File: src/rtl/srtt_pkg.sv
// Shared types and constants for the sorted transition table.
package srtt_pkg;

  localparam int unsigned DEPTH       = 64;
  localparam int unsigned HANDLE_BITS = 8;
  localparam int unsigned TIME_W      = 64;
  localparam int unsigned IDX_W       = $clog2(DEPTH);
  localparam int unsigned CNT_W       = $clog2(DEPTH + 1);
  localparam int unsigned OUT_IDX_W   = 6;
  localparam int unsigned OUT_CNT_W   = 7;
  localparam int unsigned S_DATA_W    = 72;
  localparam int unsigned M_DATA_W    = 88;
  localparam int unsigned M_USER_W    = 3;

  typedef enum logic {
    OP_INSERT = 1'b0,
    OP_LOOKUP = 1'b1
  } op_e;

  typedef struct packed {
    logic load;
    logic compare;
    logic update;
  } srtt_cmd_t;

endpackage

File: src/rtl/srtt_ctrl.sv
// Controller for the sorted transition table: sequencing and output handshake.
module srtt_ctrl
  import srtt_pkg::*;
(
  input  logic      clk_i,
  input  logic      rst_ni,
  input  logic      s_valid_i,
  output logic      s_ready_o,
  output logic      m_valid_o,
  input  logic      m_ready_i,
  output srtt_cmd_t cmd_o
);

  typedef enum logic [1:0] {
    ST_IDLE,
    ST_CMP,
    ST_UPD
  } state_e;

  state_e state_q, state_d;
  logic   out_valid_q, out_valid_d;
  logic   out_free;
  logic   accept;

  always_comb begin
    out_free      = !out_valid_q || m_ready_i;
    s_ready_o     = (state_q == ST_IDLE) || ((state_q == ST_UPD) && out_free);
    accept        = s_valid_i && s_ready_o;
    cmd_o.load    = accept;
    cmd_o.compare = (state_q == ST_CMP);
    cmd_o.update  = (state_q == ST_UPD) && out_free;
    state_d       = state_q;
    unique case (state_q)
      ST_IDLE: begin
        if (accept) state_d = ST_CMP;
      end
      ST_CMP: begin
        state_d = ST_UPD;
      end
      ST_UPD: begin
        if (out_free) state_d = accept ? ST_CMP : ST_IDLE;
      end
      default: state_d = ST_IDLE;
    endcase
    if (cmd_o.update) begin
      out_valid_d = 1'b1;
    end else if (m_ready_i) begin
      out_valid_d = 1'b0;
    end else begin
      out_valid_d = out_valid_q;
    end
  end

  always_ff @(posedge clk_i or negedge rst_ni) begin
    if (!rst_ni) begin
      state_q     <= ST_IDLE;
      out_valid_q <= 1'b0;
    end else begin
      state_q     <= state_d;
      out_valid_q <= out_valid_d;
    end
  end

  assign m_valid_o = out_valid_q;

endmodule

File: config.mk
export PLATFORM = sky130hd
export DESIGN_NAME = srtt_ctrl
export DESIGN_NICKNAME = d
export VERILOG_FILES = /design/src/rtl/srtt_pkg.sv /design/src/rtl/srtt_ctrl.sv
export SDC_FILE = /design/constraint.sdc
export NUM_CORES = 1
export LEC_CHECK = 0
export ABC_AREA = 1
export BUFFER_PORTS_ARGS = -buffer_cell sky130_fd_sc_hd__buf_2
export CORE_AREA = 2 2 39 41
export DETAILED_ROUTE_END_ITERATION = 10
export DIE_AREA = 0 0 41 43
export GPL_ROUTABILITY_DRIVEN = 0
export REMOVE_ABC_BUFFERS = 1
export SLEW_MARGIN = 20
export SYNTH_ARGS = -nofsm -noshare
export SYNTH_HDL_FRONTEND = slang
export SYNTH_SLANG_ARGS = --single-unit
File: constraint.sdc
create_clock -name clk_i -period 1.04 [get_ports clk_i]
set_input_delay 0.26 -clock clk_i [delete_from_list [all_inputs] [get_ports clk_i]]
set_output_delay 0.26 -clock clk_i [all_outputs]
set_load 0.05 [all_outputs]
[Word level (Yosys, flattened, before mapping)]
Cells that the tools add are included.
Storage, ports and cells
  register bits: 3
  input port bits: 4
  output and inout port bits: 5
Operators by class
  equal/unequal tests: 4
  multiplexer cells: 6
  reductions and logical operators: 8
Operators with widths (count)
  $pmux W2 S3: 1
  $mux W2: 2
  $ne A2 B2 Y1 const B: 2
  $mux W1: 3
  $eq A2 B1 Y1 const B: 1
  $eq A2 B2 Y1 const B: 1
  $logic_and A1 B1 Y1: 2
  $logic_not A2 Y1: 1
  $logic_or A1 B1 Y1: 2
  $reduce_and A2 Y1: 1
  $reduce_bool A2 Y1: 1
  $logic_not A1 Y1: 1

[Logic depth before layout (Yosys ltp)]
  word-level depth: 8
  mapped depth: 5
  depth with buffers taken out: 4

[Worst setup path after synthesis]
OpenSTA, ideal clock, no wires.
  kind: register to output
  from: register out_valid_q (netlist: m_valid_o)
  to: output s_ready_o
  data arrival time: 1.115 ns
  data required time: 0.780 ns
  setup slack: -0.335 ns
  stages on the path, launching flop included: 4
  cell sequence: dfrtp_1 > nand3_1 > nand2_2 > inv_1
On the way
  cells in the longest elaborated chain, start to end: 4
RTL lines
  start: declaration: line srtt_ctrl.sv:21  | logic out_valid_q, out_valid_d;
  start signal: assignment: line srtt_ctrl.sv:60  | out_valid_q <= out_valid_d;
  $logic_not A1 Y1: line srtt_ctrl.sv:26  | out_free = !out_valid_q || m_ready_i;
  $logic_or A1 B1 Y1: line srtt_ctrl.sv:26
  $logic_and A1 B1 Y1: line srtt_ctrl.sv:27  | s_ready_o = (state_q == ST_IDLE) || ((state_q == ST_UPD) && out_free);
  $logic_or A1 B1 Y1: line srtt_ctrl.sv:27
  end: declaration: line srtt_ctrl.sv:8  | output logic s_ready_o,
No other way between the ends.

==> run metrics <==
Final HPWL DP 239 um; fin area 299 sq um; synthesized area 173 sq um; clock latency on the worst-skew pair 0.23 ns; die area 1760 sq um; CP delay by family, top flip-flops; vias per inst 3.18; Longest Clk Path Bufs 2; Seq/Total Area, Yosys 0.435; DR pass1 iterations 4; first-pass GRT wire length 531 um; largest net degree at the start of global routing 5; Yosys warning count 0; Worst-path clk slew 0.04 ns; critical-path cell list nand3_2 -> nand2_2 -> nor2_4 -> buf_6; PortBufs 8; maximum capacitance violations 0; worst slew margin relative to its limit 0.836; HP Class in2reg; CP Class reg2out; layout cells sized above 1 0.571; setup ws final -0.269 ns; Setup Skew 0.00249 ns; Buf/Inv on CP 1; commonest non-fill, non-tap cells in the layout inv_1, buf_2, buf_6; Antenna Cells 0; post-layout net count 40; wire length per cell 6.92 um; outcome complete, but fails checks; H-tree depth 1; core area 1380 sq um; final core utilization 0.216; worst slew pin tran 0.248 ns; synthesized flop and latch total 3; syn_area_per_cell 7.51 sq um; Leak 0.159 nW; slowest CP cell dfrtp_1; antenna-violating nets left 0; Boundary Pins 9; Worst EP required 0.78 ns; antenna violations before repair 0; pwr dens 1900 nW/um^2; via count 162; CTS Root Cell clkbuf_4; post-synth cell types 10; data arrival time of the critical path 1.05 ns; RSZ-0062 raised after global routing yes; dpl cells 46; CP Capture Type output port; Starting Density 0.125; Final Max Tran Viols 0; Num CTS Buffers 3; GR Overflow Total 0; post-route minimum period 1.31 ns; CP max FO 4; Synth Instances 23; Sink Count 3; fin crit share 1.26; Max Clock Freq 0.764 GHz; number of global-route vias before repair 155; final setup fails 5; GRT Overall Usage 0.0514; Die Height 43 um; Die Span X 41 um; Placed Area 225 sq um; Non-Filler Instances 51; Fin. Hold Viols 0; DRC 0; initial drt markers 2; routed wire length 353 um; row cnt 14; total power 569 uW; Layout area overhead 73.2%; type of origin of the critical path register; CP peak stage delay 0.40 ns; failing checks setup timing; worst-case vdd ir drop 0.322 mV; CTS tree done
-- flip-flops by register name (all words and copies together) (netlist names) --
name and count:
state_q 2, m_valid_o 1
-- metal layers --
layer / vias up / wire length, um / track usage
li1: 87 / - / -
met1: 68 / 116 / 0.0292
met2: 7 / 207 / 0.0938
met3: 0 / 29 / 0.0314
met4: 0 / 0 / 0.0400
met5: - / 0 / 0
-- cell families after synthesis --
family | Yosys count | synth area share
buf+inv | 9 | 0.261
compound gates | 1 | 0.0507
simple gates | 10 | 0.254
flops | 3 | 0.435
-- final timing paths --
check                            from          to  slack [ns]  cells past startpoint
setup reg to reg           state_q[0]  state_q[1]        0.23                      4
hold reg to reg            state_q[0]  state_q[0]        0.57                      3
hold / removal              s_valid_i  state_q[0]        0.30                      3
min in group asynchronous      rst_ni  state_q[0]        0.37                      2
setup / recovery            m_valid_o    cmd_o[2]       -0.27                      4
max in group asynchronous      rst_ni  state_q[1]        0.56                      2
-- cell usage after synthesis --
master,count,area [sq um]
nor2_1,4,15.0
o21ai_2,1,8.76
nand2_1,3,11.3
buf_4,3,22.5
nand2_2,1,6.26
dfrtp_1,3,75.1
inv_1,4,15.0
inv_2,2,7.51
nand3_1,1,5.00
nor2_2,1,6.26
-- worst register-to-register path, stage by stage (launching register included) --
cell	delay [ns]
dfrtp_1	0.36
inv_2	0.07
nand2_1	0.07
buf_4	0.14
o21ai_2	0.09
-- area by class of cell --
type | instances | area (sq um)
fill | 153 | 1080
timing repair buffer | 11 | 90.1
sequential | 3 | 75.1
multi-input combinational | 11 | 65.1
clock buffer | 4 | 26.3
inverter | 6 | 22.5
tap | 16 | 20.0
-- where the power goes --
| part | switching [mW] | internal [mW] | total [mW] | leakage (nW) |
|---|---|---|---|---|
| Clock | 0.0575 | 0.144 | 0.201 | 0.0150 |
| Sequential | 0.0145 | 0.134 | 0.148 | 0.0380 |
| Combinational | 0.145 | 0.0752 | 0.220 | 0.106 |
| Total | 0.217 | 0.353 | 0.569 | 0.159 |
-- metrics by stage --
| step | hold WS (ns) | worst slack [ns] | TNS, ns |
|---|---|---|---|
| finish | 0.302 | -0.269 | -0.996 |
| global route | 0.326 | -0.331 | -1.29 |
| CTS | 0.278 | -0.271 | -1.03 |
| detailed placement | 0.0593 | -0.124 | -0.278 |
| global placement | 0.0570 | -0.118 | -0.259 |
| floorplan | -0.0356 | -0.676 | -1.67 |
-- repair_timing --
item | in CTS | in global routing
buffers inserted | 0 | 0
hold buffers | 1 | 0
endpoints found under the setup margin | 5 | 5
endpoints found under the hold margin | 3 | 0
gates resized for setup | 10 | 1
pin swaps | 2 | 0
(Power assumes the default switching activity.)
